## config.mk

```make
export PLATFORM = sky130hd
export DESIGN_NAME = lru_key_cache
export DESIGN_NICKNAME = d
export VERILOG_FILES = /design/src/lkc_pkg.sv /design/src/lkc_front.sv /design/src/lkc_store.sv /design/src/lru_key_cache.sv
export SDC_FILE = /design/constraint.sdc
export NUM_CORES = 1
export LEC_CHECK = 0
export BUFFER_PORTS_ARGS = -buffer_cell sky130_fd_sc_hd__buf_4
export CELL_PAD_IN_SITES_DETAIL_PLACEMENT = 1
export CELL_PAD_IN_SITES_GLOBAL_PLACEMENT = 1
export CORE_MARGIN = 5
export CORE_UTILIZATION = 44
export CTS_BUF_LIST = sky130_fd_sc_hd__clkbuf_4 sky130_fd_sc_hd__clkbuf_8
export DETAILED_ROUTE_END_ITERATION = 12
export GPL_ROUTABILITY_DRIVEN = 0
export PLACE_DENSITY = 0.84
export RECOVER_POWER = 100
export SYNTH_ARGS = -nofsm -noshare
export SYNTH_HDL_FRONTEND = slang
export SYNTH_SLANG_ARGS = --single-unit
```

## constraint.sdc

```tcl
create_clock -name clk -period 4.55 [get_ports clk]
set_clock_uncertainty 0.15 [all_clocks]
set_input_delay 0.91 -clock clk [delete_from_list [all_inputs] [get_ports clk]]
set_output_delay 0.91 -clock clk [all_outputs]
set_load 0.1 [all_outputs]
```

## src/lkc_pkg.sv

```systemverilog
// shared types and constants for the lru key cache
package lkc_pkg;

	localparam int LKC_ENTRIES  = 16;
	localparam int LKC_KEY_BITS = 16;
	localparam int FIELD_KEY_W  = 16;
	localparam int CAP_W        = 5;
	localparam logic [CAP_W-1:0] CAP_RESET = CAP_W'(16);

	// queue between front and back
	localparam int QDEPTH = 2;
	localparam int QPTR_W = $clog2(QDEPTH);
	localparam int QCNT_W = $clog2(QDEPTH + 1);

	typedef enum logic [1:0] {
		CLS_NOP,
		CLS_LOOKUP,
		CLS_INSERT
	} item_class_t;

	typedef enum logic {
		KIND_LOOKUP = 1'b0,
		KIND_INSERT = 1'b1
	} kind_t;

	typedef struct packed {
		item_class_t             cls;
		logic [FIELD_KEY_W-1:0] key;
	} q_item_t;

endpackage

```

## src/lkc_front.sv

```systemverilog
// front end: takes command beats, classifies them and queues them for the store
module lkc_front import lkc_pkg::*; (
	input  logic                   clk,
	input  logic                   arst_n,
	input  logic                   start,
	input  logic                   kind,
	input  logic [FIELD_KEY_W-1:0] key,
	input  logic                   cap_zero,
	input  logic                   pop,
	output logic                   busy,
	output logic                   head_valid,
	output q_item_t                head
);

	q_item_t             fifo_q [QDEPTH];
	logic [QPTR_W-1:0]   wr_ptr_q;
	logic [QPTR_W-1:0]   rd_ptr_q;
	logic [QCNT_W-1:0]   count_q;
	logic                push;
	logic                do_pop;
	q_item_t             item;

	assign busy       = (count_q == QCNT_W'(QDEPTH));
	assign push       = start && !busy;
	assign head_valid = (count_q != '0);
	assign do_pop     = pop && head_valid;
	assign head       = fifo_q[rd_ptr_q];

	// disabled cache turns everything into a no-op
	always_comb begin
		item.key = key;
		if (cap_zero) begin
			item.cls = CLS_NOP;
		end else if (kind_t'(kind) == KIND_INSERT) begin
			item.cls = CLS_INSERT;
		end else begin
			item.cls = CLS_LOOKUP;
		end
	end

	always_ff @(posedge clk) begin
		if (push) begin
			fifo_q[wr_ptr_q] <= item;
		end
	end

	always_ff @(posedge clk or negedge arst_n) begin
		if (!arst_n) begin
			wr_ptr_q <= '0;
			rd_ptr_q <= '0;
			count_q  <= '0;
		end else begin
			if (push) begin
				wr_ptr_q <= (wr_ptr_q == QPTR_W'(QDEPTH - 1)) ? '0 : wr_ptr_q + 1'b1;
			end
			if (do_pop) begin
				rd_ptr_q <= (rd_ptr_q == QPTR_W'(QDEPTH - 1)) ? '0 : rd_ptr_q + 1'b1;
			end
			case ({push, do_pop})
				2'b10:   count_q <= count_q + 1'b1;
				2'b01:   count_q <= count_q - 1'b1;
				default: count_q <= count_q;
			endcase
		end
	end

endmodule

```

## src/lkc_store.sv

```systemverilog
// back end: associative key store with lru ages and the result register
module lkc_store import lkc_pkg::*; #(
	parameter int ENTRIES  = LKC_ENTRIES,
	parameter int KEY_BITS = LKC_KEY_BITS,
	localparam int AW = $clog2(ENTRIES),
	localparam int OW = $clog2(ENTRIES + 1)
) (
	input  logic                   clk,
	input  logic                   arst_n,
	input  logic                   clr,
	input  logic [OW-1:0]          cap_eff,
	input  logic                   head_valid,
	input  q_item_t                head,
	output logic                   pop,
	output logic                   done,
	output logic                   hit,
	output logic                   evicted_valid,
	output logic [FIELD_KEY_W-1:0] evicted_key
);

	logic [KEY_BITS-1:0] key_q [ENTRIES];
	logic [AW-1:0]       age_q [ENTRIES];
	logic [AW-1:0]       age_d [ENTRIES];
	logic [ENTRIES-1:0]  valid_q;
	logic [ENTRIES-1:0]  valid_d;
	logic [OW-1:0]       occ_q;
	logic [OW-1:0]       occ_d;

	logic [KEY_BITS-1:0] k;
	logic [ENTRIES-1:0]  match;
	logic [ENTRIES-1:0]  oldest;
	logic [ENTRIES-1:0]  free;
	logic [ENTRIES-1:0]  wr_slot;
	logic                any_hit;
	logic                full;
	logic [AW-1:0]       hit_age;
	logic [AW-1:0]       old_age;
	logic [KEY_BITS-1:0] old_key;
	logic                res_hit;
	logic                res_ev;
	logic [KEY_BITS-1:0] res_evkey;
	logic                done_q;
	logic                hit_q;
	logic                ev_valid_q;
	logic [FIELD_KEY_W-1:0] ev_key_q;

	assign pop     = head_valid;
	assign k       = KEY_BITS'(head.key);
	assign any_hit = |match;
	assign full    = (occ_q >= cap_eff);
	assign old_age = AW'(occ_q - 1'b1);
	// lowest empty slot
	assign free    = ~valid_q & (valid_q + 1'b1);

	// ages of valid entries are a permutation of 0..occ-1, so lru is age occ-1
	always_comb begin
		hit_age = '0;
		old_key = '0;
		for (int i = 0; i < ENTRIES; i++) begin
			match[i]  = valid_q[i] && (key_q[i] == k);
			oldest[i] = valid_q[i] && (age_q[i] == old_age);
			hit_age   = hit_age | (match[i] ? age_q[i] : '0);
			old_key   = old_key | (oldest[i] ? key_q[i] : '0);
		end
	end

	always_comb begin
		valid_d   = valid_q;
		age_d     = age_q;
		occ_d     = occ_q;
		wr_slot   = '0;
		res_hit   = 1'b0;
		res_ev    = 1'b0;
		res_evkey = '0;
		if (head_valid && head.cls != CLS_NOP) begin
			if (any_hit) begin
				res_hit = 1'b1;
				for (int i = 0; i < ENTRIES; i++) begin
					if (match[i]) begin
						age_d[i] = '0;
					end else if (valid_q[i] && age_q[i] < hit_age) begin
						age_d[i] = age_q[i] + 1'b1;
					end
				end
			end else if (head.cls == CLS_INSERT) begin
				if (full) begin
					res_ev    = 1'b1;
					res_evkey = old_key;
					wr_slot   = oldest;
				end else begin
					wr_slot = free;
					occ_d   = occ_q + 1'b1;
				end
				for (int i = 0; i < ENTRIES; i++) begin
					if (wr_slot[i]) begin
						age_d[i]   = '0;
						valid_d[i] = 1'b1;
					end else if (valid_q[i]) begin
						age_d[i] = age_q[i] + 1'b1;
					end
				end
			end
		end
	end

	always_ff @(posedge clk) begin
		for (int i = 0; i < ENTRIES; i++) begin
			if (wr_slot[i]) begin
				key_q[i] <= k;
			end
		end
	end

	always_ff @(posedge clk or negedge arst_n) begin
		if (!arst_n) begin
			valid_q    <= '0;
			occ_q      <= '0;
			done_q     <= 1'b0;
			hit_q      <= 1'b0;
			ev_valid_q <= 1'b0;
			ev_key_q   <= '0;
			for (int i = 0; i < ENTRIES; i++) begin
				age_q[i] <= '0;
			end
		end else if (clr) begin
			valid_q <= '0;
			occ_q   <= '0;
			done_q  <= 1'b0;
			for (int i = 0; i < ENTRIES; i++) begin
				age_q[i] <= '0;
			end
		end else begin
			valid_q    <= valid_d;
			occ_q      <= occ_d;
			age_q      <= age_d;
			done_q     <= head_valid;
			hit_q      <= res_hit;
			ev_valid_q <= res_ev;
			ev_key_q   <= FIELD_KEY_W'(res_evkey);
		end
	end

	assign done          = done_q;
	assign hit           = hit_q;
	assign evicted_valid = ev_valid_q;
	assign evicted_key   = ev_key_q;

`ifndef ASSERT_OFF
	a_unique_keys: assert property (@(posedge clk) disable iff (!arst_n)
		$onehot0(match))
		else $error("key stored in more than one valid entry");

	a_occ_count: assert property (@(posedge clk) disable iff (!arst_n)
		occ_q == OW'($countones(valid_q)))
		else $error("occupancy disagrees with valid entries");

	a_occ_cap: assert property (@(posedge clk) disable iff (!arst_n)
		occ_q <= cap_eff)
		else $error("occupancy above capacity");

	a_done_follows_pop: assert property (@(posedge clk) disable iff (!arst_n)
		done_q |-> $past(pop))
		else $error("result strobe without a queued item");

	a_evict_not_hit: assert property (@(posedge clk) disable iff (!arst_n)
		ev_valid_q |-> (!hit_q && done_q))
		else $error("eviction reported on a hit or without a result");
`endif

endmodule

```

## src/lru_key_cache.sv

```systemverilog
// top level of the lru key cache: capacity register, front queue and key store
//
// usage:
//  - command channel: a beat is taken at a rising edge with start high and busy
//    low; kind selects lookup or insert, key is the key to look up or insert
//  - result channel: done is high for exactly one cycle per command beat, with
//    hit, evicted_valid and evicted_key valid in that cycle; results come back
//    in command order and the receiver has no way to hold them off
//  - capacity: written by cfg_we/cfg_wdata while the cache is idle; every write
//    empties the store, zero disables it, values above ENTRIES act as ENTRIES
//  - result timing: the accepting edge writes the beat into the queue, and the
//    strobe and its fields come from the result register loaded from that entry
//  - throughput: one command per cycle; the store does its compare across all
//    entries and its age update combinationally and pops the queue head whenever
//    it is valid, so the two-deep queue never holds more than one beat and busy
//    stays low
//  - reset: store empty, capacity 16, queue empty, no strobe
module lru_key_cache import lkc_pkg::*; #(
	parameter int ENTRIES  = LKC_ENTRIES,
	parameter int KEY_BITS = LKC_KEY_BITS
) (
	input  logic                   clk,
	input  logic                   arst_n,
	input  logic                   start,
	output logic                   busy,
	input  logic                   kind,
	input  logic [FIELD_KEY_W-1:0] key,
	input  logic                   cfg_we,
	input  logic [CAP_W-1:0]       cfg_wdata,
	output logic                   done,
	output logic                   hit,
	output logic                   evicted_valid,
	output logic [FIELD_KEY_W-1:0] evicted_key
);

	localparam int OW = $clog2(ENTRIES + 1);
	// wide enough for both the capacity field and the entry count
	localparam int CW = (OW > CAP_W) ? OW : CAP_W;

	logic [CAP_W-1:0] capacity_q;
	logic [OW-1:0]    cap_eff;
	logic             cap_zero;
	logic             pop;
	logic             head_valid;
	q_item_t          head;

	// capacity register, a write also clears the store below
	always_ff @(posedge clk or negedge arst_n) begin
		if (!arst_n) begin
			capacity_q <= CAP_RESET;
		end else if (cfg_we) begin
			capacity_q <= cfg_wdata;
		end
	end

	// saturate capacity at the number of physical entries
	assign cap_eff  = (CW'(capacity_q) > CW'(ENTRIES)) ? OW'(ENTRIES) : OW'(capacity_q);
	assign cap_zero = (capacity_q == '0);

	// front: command beat in, classified, queued
	lkc_front u_front (
		.clk        (clk),
		.arst_n     (arst_n),
		.start      (start),
		.kind       (kind),
		.key        (key),
		.cap_zero   (cap_zero),
		.pop        (pop),
		.busy       (busy),
		.head_valid (head_valid),
		.head       (head)
	);

	// back: one queued item per cycle against the key store
	lkc_store #(
		.ENTRIES  (ENTRIES),
		.KEY_BITS (KEY_BITS)
	) u_store (
		.clk           (clk),
		.arst_n        (arst_n),
		.clr           (cfg_we),
		.cap_eff       (cap_eff),
		.head_valid    (head_valid),
		.head          (head),
		.pop           (pop),
		.done          (done),
		.hit           (hit),
		.evicted_valid (evicted_valid),
		.evicted_key   (evicted_key)
	);

endmodule

```

==> results of run 1 <==
## cells in the mapped netlist, types with 9 or more instances
master,number
edfxtp_1,292
xnor2_1,283
nand3_1,121
nand2_1,115
nor2_1,114
dfrtp_1,112
nor4_1,106
inv_1,86
o21ai_0,81
a22oi_1,74
nor3_1,65
clkbuf_1,48
xor2_1,47
a221oi_1,43
a22o_1,42
ha_1,40
a21oi_1,31
nand4_1,26
and2_1,23
buf_2,17
or3_1,17
o31ai_1,16
o21ai_1,15
mux2i_4,14
mux2_2,13
o22ai_1,13
a2111oi_0,12
nand2b_1,12
nor2b_1,11
mux2i_1,10
o2111ai_1,10
a21o_1,9
a41oi_1,9
## logic make-up after synthesis
kind of cell / synth area share
simple gates: 0.151
compound gates: 0.137
flops: 0.505
xor+xnor: 0.126
buf+inv: 0.0329
fa+ha+maj: 0.0231
mux: 0.0256
## layer usage
layer	global-route usage	overflow
met2	0.738	2
met3	0.420	0
met5	0.156	0
met1	0.575	0
met4	0.552	5
## timing repair
item | 4_1_cts
hold endpoints to repair | 0
gates resized for setup | 134
buffers inserted | 39
pin swaps | 31
setup endpoints to repair | 152
cloned | 2
## through the flow
step                        TNS [ns]  setup WS (ns)
after global placement         -7.07         -0.283
after floorplan              -0.0148        -0.0148
after CTS                 -0.0000981     -0.0000981
after detailed placement      -21.07         -0.465
==> results.tsv, run 1 <==
metric	value	unit
die_height	239	um
synth_area	23000	um^2
num_rows	83	
synth_edf_count	292	
syn-num-nets	2144	
synth-seq-cells	405	
firstError	[ERROR GRT-0232] Routing congestion too high. Check the congestion heatmap in the GUI.	
grt_overflow	7	
async_flop_share	0.279	
placed_cell_area	27100	um^2
stop_stage	global routing (5_1_grt)	
endpoint_type	register input	
syn_avg_cell_area	11.1	um^2
dp.cells	3081	
clock_tree.htree_level_count	3	
pin_count	46	
status	aborted with a tool error	
seq_area_frac_synth	0.505	
cts_buffers	70	
clock-sinks	405	
synth_ff_type	edfxtp_1	
synth_cells	2078	
yosys_warnings	0	
yosys-top-cells-area	edfxtp_1 38%, dfrtp_1 12%, xnor2_1 11%, nor4_1 2.9%, nand3_1 2.6%	
clk_path_buf_depth	3	
synth_top_area_frac	0.382	
worst_endpoint	u_store.age_q[35]$_DFFE_PN0P_/D	
ctsRootBufferMaster	clkbuf_8	
fp.dieW	239	um
hpwl	79100	um
track_usage	0.573	
postCtsHoldBufs	0	
yosysUniqueCellTypes	93	
synth_top_cell_by_area	edfxtp_1	
start_util	0.446	
numPortBuffers	45	
grt_max_degree	62	
==> run 2: changes to the inputs <==
--- a/config.mk
+++ b/config.mk
@@ -6,14 +6,11 @@
 export NUM_CORES = 1
 export LEC_CHECK = 0
 export BUFFER_PORTS_ARGS = -buffer_cell sky130_fd_sc_hd__buf_4
-export CELL_PAD_IN_SITES_DETAIL_PLACEMENT = 1
-export CELL_PAD_IN_SITES_GLOBAL_PLACEMENT = 1
 export CORE_MARGIN = 5
-export CORE_UTILIZATION = 44
-export CTS_BUF_LIST = sky130_fd_sc_hd__clkbuf_4 sky130_fd_sc_hd__clkbuf_8
+export CORE_UTILIZATION = 29
 export DETAILED_ROUTE_END_ITERATION = 12
 export GPL_ROUTABILITY_DRIVEN = 0
-export PLACE_DENSITY = 0.84
+export PLACE_DENSITY_LB_ADDON = 0.15
 export RECOVER_POWER = 100
 export SYNTH_ARGS = -nofsm -noshare
 export SYNTH_HDL_FRONTEND = slang
==> constraint.sdc (replaced) <==
create_clock -name clk -period 5.9 [get_ports clk]
set_clock_uncertainty 0.15 [all_clocks]
set_input_delay 1.18 -clock clk [delete_from_list [all_inputs] [get_ports clk]]
set_output_delay 1.18 -clock clk [all_outputs]
set_load 0.1 [all_outputs]
==> run 2 against run 1 <==
Effect of this change:
- the flow now finishes, with violations (max-capacitance violations, max-slew violations)
- synthesized cell count is the same
- area after synthesis is the same
==> results.tsv, run 2 <==
metric	value	unit	change
status	finished, violations left		
violations	max-capacitance violations, max-slew violations		
yosysUniqueCellTypes	93		unchanged
drt_iter0_drc	2392		
hold_class	register to register		
track_usage	0.225		
yosys_warnings	0		unchanged
power_frac_clock	0.293		
ctsRootBufferMaster	clkbuf_16		
fp.dieW	291	um	+22%
seq_area_frac_synth	0.505		unchanged
cts_buffers	47		-33%
layout.nets	2257		
cts_tree	built		
rsz0062_at_grt	false		
synth_top_area_frac	0.382		unchanged
r2r_start	u_front.rd_ptr_q$_DFFE_PN0N_		
cellPowerDensity	409	nW/um^2	
leakagePower	8.90	nW	
synth_edf_count	292		unchanged
ant_nets	0		
syn2layout_area_growth	15.6	%	
pwr-share-comb	0.350		
clock-sinks	405		unchanged
hold_viol	0		
grt_pass1_wl	140000	um	
yosys-top-cells-area	edfxtp_1 38%, dfrtp_1 12%, xnor2_1 11%, nor4_1 2.9%, nand3_1 2.6%		
worst_setup_path_start_kind	register		
grtUsageMet1	0.304		
die_area	85000	um^2	
max_flop_register	u_store.key_q		
ir_drop	0.195	mV	
worstPathCellList	buf_4, mux2i_4, buf_4, xnor2_1, nor3_1, nand4b_1, nor2_1, nor4_1, nand4_2, nor4_1, clkbuf_2, and2_1, clkbuf_1		
r2r_slack	0.29	ns	
period_minus_slack	5.61	ns	
cp_slowest_cell	and2_1		
start_util	0.292		-0.154
grtUsageMet2	0.361		
slowest_delay	0.72	ns	
drv_slew	109		
critPathArrivalTime	5.73	ns	
numPortBuffers	45		unchanged
end_kind	register		
rr_worst_depth	13		
synth-seq-cells	405		unchanged
antenna_found_initial	0		
holdWs	0.332	ns	
pin_count	46		unchanged
syn_avg_cell_area	11.1	um^2	unchanged
clk_path_buf_depth	3		unchanged
reg_top3	u_store.key_q x256, u_store.age_q x64, u_front.fifo_q x36		
die_height	291	um	+22%
route.detailed.drc	0		
via_per_inst	5.84		
tightestPinTransition	2.92	ns	
finalSetupViolCount	0		
synth_top_cell_by_area	edfxtp_1		
wl_per_cell	30.5	um	
rr_endpoint	u_store.key_q[1][57]$_DFFE_PP_		
power_frac_seq	0.358		
synth.most_common_cell	edfxtp_1		
drv_cap	3		
grt_overflow	0		
drive_above_1_share	0.118		
path_clk_slew	0.06	ns	
via_count	19200		
grt_pass1_vias	18200		
synth_area	23000	um^2	unchanged
p_switching	4.21	mW	
crit_end	u_store.key_q[1][57]$_DFFE_PP_		
largest_register_ffs	256		
synth_ff_type	edfxtp_1		
slew_headroom	-0.945		
grtUsageMet3	0.0460		
startpoint	u_front.rd_ptr_q$_DFFE_PN0N_		
path_max_fanout	12		
fin_crit_sh	0.951		
syn-num-nets	2144		unchanged
num_rows	103		+24%
grt_max_degree	80		
hpwl	76000	um	-3.8%
required	6.02	ns	
first_pass_iters	8		
insertion_delay	0.62	ns	
clock_tree.htree_level_count	2		-1
criticalPathCategory	register to register		
async_flop_share	0.279		unchanged
grt-busiest-layer	met2		
switching_share	0.388		
core_area	78700	um^2	
internal-power	6.64	mW	
cts_setup_buffers	0		-100%
synth_cells	2078		unchanged
tns	0	ns	
wl	100000	um	
clock.fmax	178	MHz	
layout_common_cells	292 x edfxtp_1, 282 x xnor2_1, 121 x nand3_1		
synth_commonest_cells	292 x edfxtp_1, 283 x xnor2_1, 121 x nand3_1		
final_common_cell	edfxtp_1		
[run 2: cell counts after synthesis]
Identical to the previous run, type by type.
[run 2: timing repair]
item | in CTS | in global routing
resized for setup | 0 | 2
endpoints found under the setup margin | 0 | 30
hold buffers | 0 | 0
[run 2: worst min-delay path by stage]
stage	slack, ns	to	start	cells after the start
3_5_place_dp	0.32	u_store.hit$_DFFE_PN0N_	u_store.hit$_DFFE_PN0N_	2
3_3_place_gp	0.32	u_store.hit$_DFFE_PN0N_	u_store.hit$_DFFE_PN0N_	2
2_1_floorplan	0.31	u_front.wr_ptr_q$_DFFE_PN0P_	u_front.wr_ptr_q$_DFFE_PN0P_	1
6_report	0.33	u_store.hit$_DFFE_PN0N_	u_store.hit$_DFFE_PN0N_	2
4_1_cts	0.34	u_store.hit$_DFFE_PN0N_	u_store.hit$_DFFE_PN0N_	2
5_1_grt	0.35	u_store.hit$_DFFE_PN0N_	u_store.hit$_DFFE_PN0N_	2
[run 2: kinds of logic after synthesis]
family / count (synthesis) / share of synthesized area
simple gates: 666 / 0.151
compound gates: 420 / 0.137
flops: 405 / 0.505
xor+xnor: 330 / 0.126
buf+inv: 175 / 0.0329
fa+ha+maj: 43 / 0.0231
mux: 39 / 0.0256
[run 2: per-stage QoR]
| stage | instance area [um^2] | worst slack, ns | cells | total power [mW] | util |
|---|---|---|---|---|---|
| CTS | 26800 | 0.130 | 3280 | 10.9 | 0.341 |
| floorplan | 23000 | 1.10 | 2078 | 6.24 | - |
| detailed placement | 25100 | 0.177 | 3192 | 7.67 | 0.319 |
| global placement | 25100 | 0.184 | 3192 | 7.66 | 0.319 |
| global route | 26600 | 0.107 | 3280 | 11.2 | 0.337 |
| finish | 26600 | 0.289 | 3281 | 10.8 | 0.337 |
[run 2: cell type report]
type | count | area, um^2
fillers | 7943 | 52200
flip-flops and latches | 405 | 11600
multi-input cells | 1498 | 10700
well taps | 1050 | 1310
clock buffers | 61 | 1310
repair buffers | 146 | 942
clock inverters | 27 | 380
inverters | 93 | 352
diodes | 1 | 2.50
[run 2: power groups by stage]
stage	clock, mW	sequential (mW)	combinational (mW)
4_1_cts	3.24	3.87	3.76
3_3_place_gp	0	3.92	3.73
2_1_floorplan	0	3.79	2.45
6_report	3.17	3.88	3.79
5_1_grt	3.35	3.90	3.97
3_5_place_dp	0	3.93	3.75
[run 2: critical path, delay by kind of cell, from the launching register on]
family	cells	cell delay, ns
flops	1	0.38
xor+xnor	1	0.24
buf+inv	4	1.27
mux	1	0.61
simple gates	7	2.55
[run 2: layer usage]
metal / vias up / part of all wire
met5: - / 0
met4: 0 / 0.042
met3: 237 / 0.090
met2: 1174 / 0.45
met1: 9629 / 0.41
li1: 8122 / -
(Power assumes the default switching activity.)
==> run 3: changes to the inputs <==
--- a/config.mk
+++ b/config.mk
@@ -8,6 +8,7 @@
 export BUFFER_PORTS_ARGS = -buffer_cell sky130_fd_sc_hd__buf_4
 export CORE_MARGIN = 5
 export CORE_UTILIZATION = 29
+export CTS_CLUSTER_SIZE = 8
 export DETAILED_ROUTE_END_ITERATION = 12
 export GPL_ROUTABILITY_DRIVEN = 0
 export PLACE_DENSITY_LB_ADDON = 0.15
==> constraint.sdc (replaced) <==
create_clock -name clk -period 5.9 [get_ports clk]
set_clock_uncertainty 0.15 [all_clocks]
set_input_delay 1.18 -clock clk [delete_from_list [all_inputs] [get_ports clk]]
set_output_delay 1.18 -clock clk [all_outputs]
set_load 0.02 [all_outputs]
==> run 3 against run 2 <==
Effect of this change:
- worst hold slack lost 0.0018 ns
- highest routed layer unchanged
- the flow still finishes with violations (max-capacitance violations, max-slew violations)
- combinational power shrank 1%
- fmax shrank 0.95%
- die area is the same
- cell count grew 0.49%
- non-clock buffer count is the same
- sequential share of layout area is essentially flat
- largest power group unchanged
==> results.tsv, run 3 (same netlist as run 2, synthesis figures left out) <==
metric	value	unit	change
critPathArrivalTime	5.76	ns	+0.03 ns
largest_register_ffs	256		unchanged
required	6.00	ns	-0.02 ns
antenna_found_initial	0		unchanged
numPortBuffers	45		unchanged
clock-sinks	405		unchanged
wl	100000	um	+0.29%
end_kind	register		
rsz0062_at_grt	false		
clock_tree.htree_level_count	2		unchanged
r2r_start	u_front.rd_ptr_q$_DFFE_PN0N_		
via_per_inst	5.81		-0.52%
worstPathCellList	buf_4, mux2i_4, clkbuf_1, xnor2_1, nor3_1, nand4b_1, nor2_1, nor4_1, nand4_2, or4_1, nor2_2, clkbuf_2		
core_area	78700	um^2	unchanged
max_flop_register	u_store.key_q		
clock.fmax	177	MHz	-0.95%
layout.nets	2267		+0.44%
drv_slew	109		unchanged
worst_setup_path_start_kind	register		
drive_above_1_share	0.111		-0.00752
ant_nets	0		unchanged
path_max_fanout	17		+5
track_usage	0.227		+0.00152
finalSetupViolCount	0		unchanged
criticalPathCategory	register to register		
slowest_delay	0.85	ns	+0.13 ns
cts_tree	built		
drv_cap	3		unchanged
reg_top3	u_store.key_q x256, u_store.age_q x64, u_front.fifo_q x36		
cts_setup_buffers	0		unchanged
period_minus_slack	5.66	ns	+0.0539 ns
violations	max-capacitance violations, max-slew violations		
die_area	85000	um^2	unchanged
startpoint	u_front.rd_ptr_q$_DFFE_PN0N_		
syn2layout_area_growth	15.6	%	about the same
status	finished, violations left		
pin_count	46		unchanged
min_from	u_store.hit$_DFFE_PN0N_		
fin_crit_sh	0.960		+0.00914
grt_max_degree	80		unchanged
start_util	0.292		unchanged
leakagePower	8.89	nW	-0.19%
layout_common_cells	292 x edfxtp_1, 282 x xnor2_1, 121 x nand3_1		
path_clk_slew	0.05	ns	about the same
fp.dieW	291	um	unchanged
first_pass_iters	6		-2
ir_drop	0.235	mV	+20%
cellPowerDensity	406	nW/um^2	-0.67%
tightestPinTransition	2.93	ns	+0.0154 ns
die_height	291	um	unchanged
grt_overflow	0		unchanged
drt_iter0_drc	2302		-3.8%
via_count	19200		-0.037%
grt_pass1_vias	18400		+0.91%
ctsRootBufferMaster	clkbuf_16		
cp_slowest_cell	or4_1		
num_rows	103		unchanged
hold_class	register to register		
slew_headroom	-0.955		-0.0103
hpwl	76000	um	unchanged
final_cells	3297		+0.49%
clk_path_buf_depth	3		unchanged
grt_pass1_wl	141000	um	+0.74%
hold_viol	0		unchanged
insertion_delay	0.64	ns	+0.02 ns
dp.cells	3192		unchanged
wl_per_cell	30.5	um	-0.20%
route.detailed.drc	0		unchanged
final_common_cell	edfxtp_1		
tns	0	ns	unchanged
cts_buffers	57		+21%
run 3: cell types whose count changed in the layout (fill, tap and decap cells not counted), moves of 2 or more:
cell and delta:
bufinv_16 -7, clkbuf_1 +35, clkbuf_16 +11, clkbuf_8 -6, clkinv_1 -3, clkinv_2 -9, clkinv_4 -2, clkinvlp_4 -2
run 3: cell type report:
| class | count | area (um^2) |
|---|---|---|
| Inverter | 93 | 352 |
| Tap cell | 1050 | 1310 |
| Clock buffer | 101 | 1630 |
| Multi-Input combinational cell | 1498 | 10700 |
| Clock inverter | 3 | 65.1 |
| Timing Repair Buffer | 146 | 942 |
| Fill cell | 7974 | 52200 |
| Sequential cell | 405 | 11600 |
| Antenna cell | 1 | 2.50 |
run 3: routing by layer:
metal	routed length, um	track usage
met2	45200	0.361
met1	42200	0.309
met3	8490	0.0434
met4	4610	0.0824
met5	0	0
run 3: metrics by stage:
stage / hold slack, ns / worst slack (ns) / power (mW) / instance area, um^2 / util
3_5_place_dp: 0.325 / 0.177 / 7.63 / 25100 / 0.319
6_report: 0.330 / 0.235 / 10.8 / 26600 / 0.337
5_1_grt: 0.349 / 0.0937 / 11.2 / 26600 / 0.337
3_3_place_gp: 0.319 / 0.184 / 7.62 / 25100 / 0.319
2_1_floorplan: 0.311 / 1.10 / 6.20 / 23000 / -
4_1_cts: 0.339 / 0.107 / 10.8 / 26800 / 0.341
run 3: path summary, 6_finish.rpt:
kind,endpoint,slack [ns],cells after the start
min in group asynchronous,u_store.age_q[6]$_DFFE_PN0P_,0.51,1
worst min-delay path,u_store.hit$_DFFE_PN0N_,0.33,2
max in group asynchronous,u_store.valid_q[12]$_DFFE_PN0P_,2.72,2
worst max-delay path,u_store.key_q[0][72]$_DFFE_PP_,0.24,12
worst max register to register,u_store.key_q[0][72]$_DFFE_PP_,0.24,12
worst min register to register,u_store.hit$_DFFE_PN0N_,0.33,2
run 3: repair_timing:
| item | in CTS | in global routing |
|---|---|---|
| gates resized for setup | 0 | 2 |
| hold buffers | 0 | 0 |
| endpoints found under the setup margin | 0 | 34 |
run 3: worst max-delay path: cells and delay by family, from the launching register on:
family / cells / cell delay, ns
xor+xnor: 1 / 0.27
buf+inv: 3 / 1.28
flops: 1 / 0.38
mux: 1 / 0.61
simple gates: 7 / 2.56
run 3: report_power, final:
part	switching, mW	internal, mW	total [mW]	leakage (nW)
sequential	0.343	3.54	3.88	4.15
combinational	2.53	1.21	3.75	3.93
clock	1.30	1.85	3.15	0.804
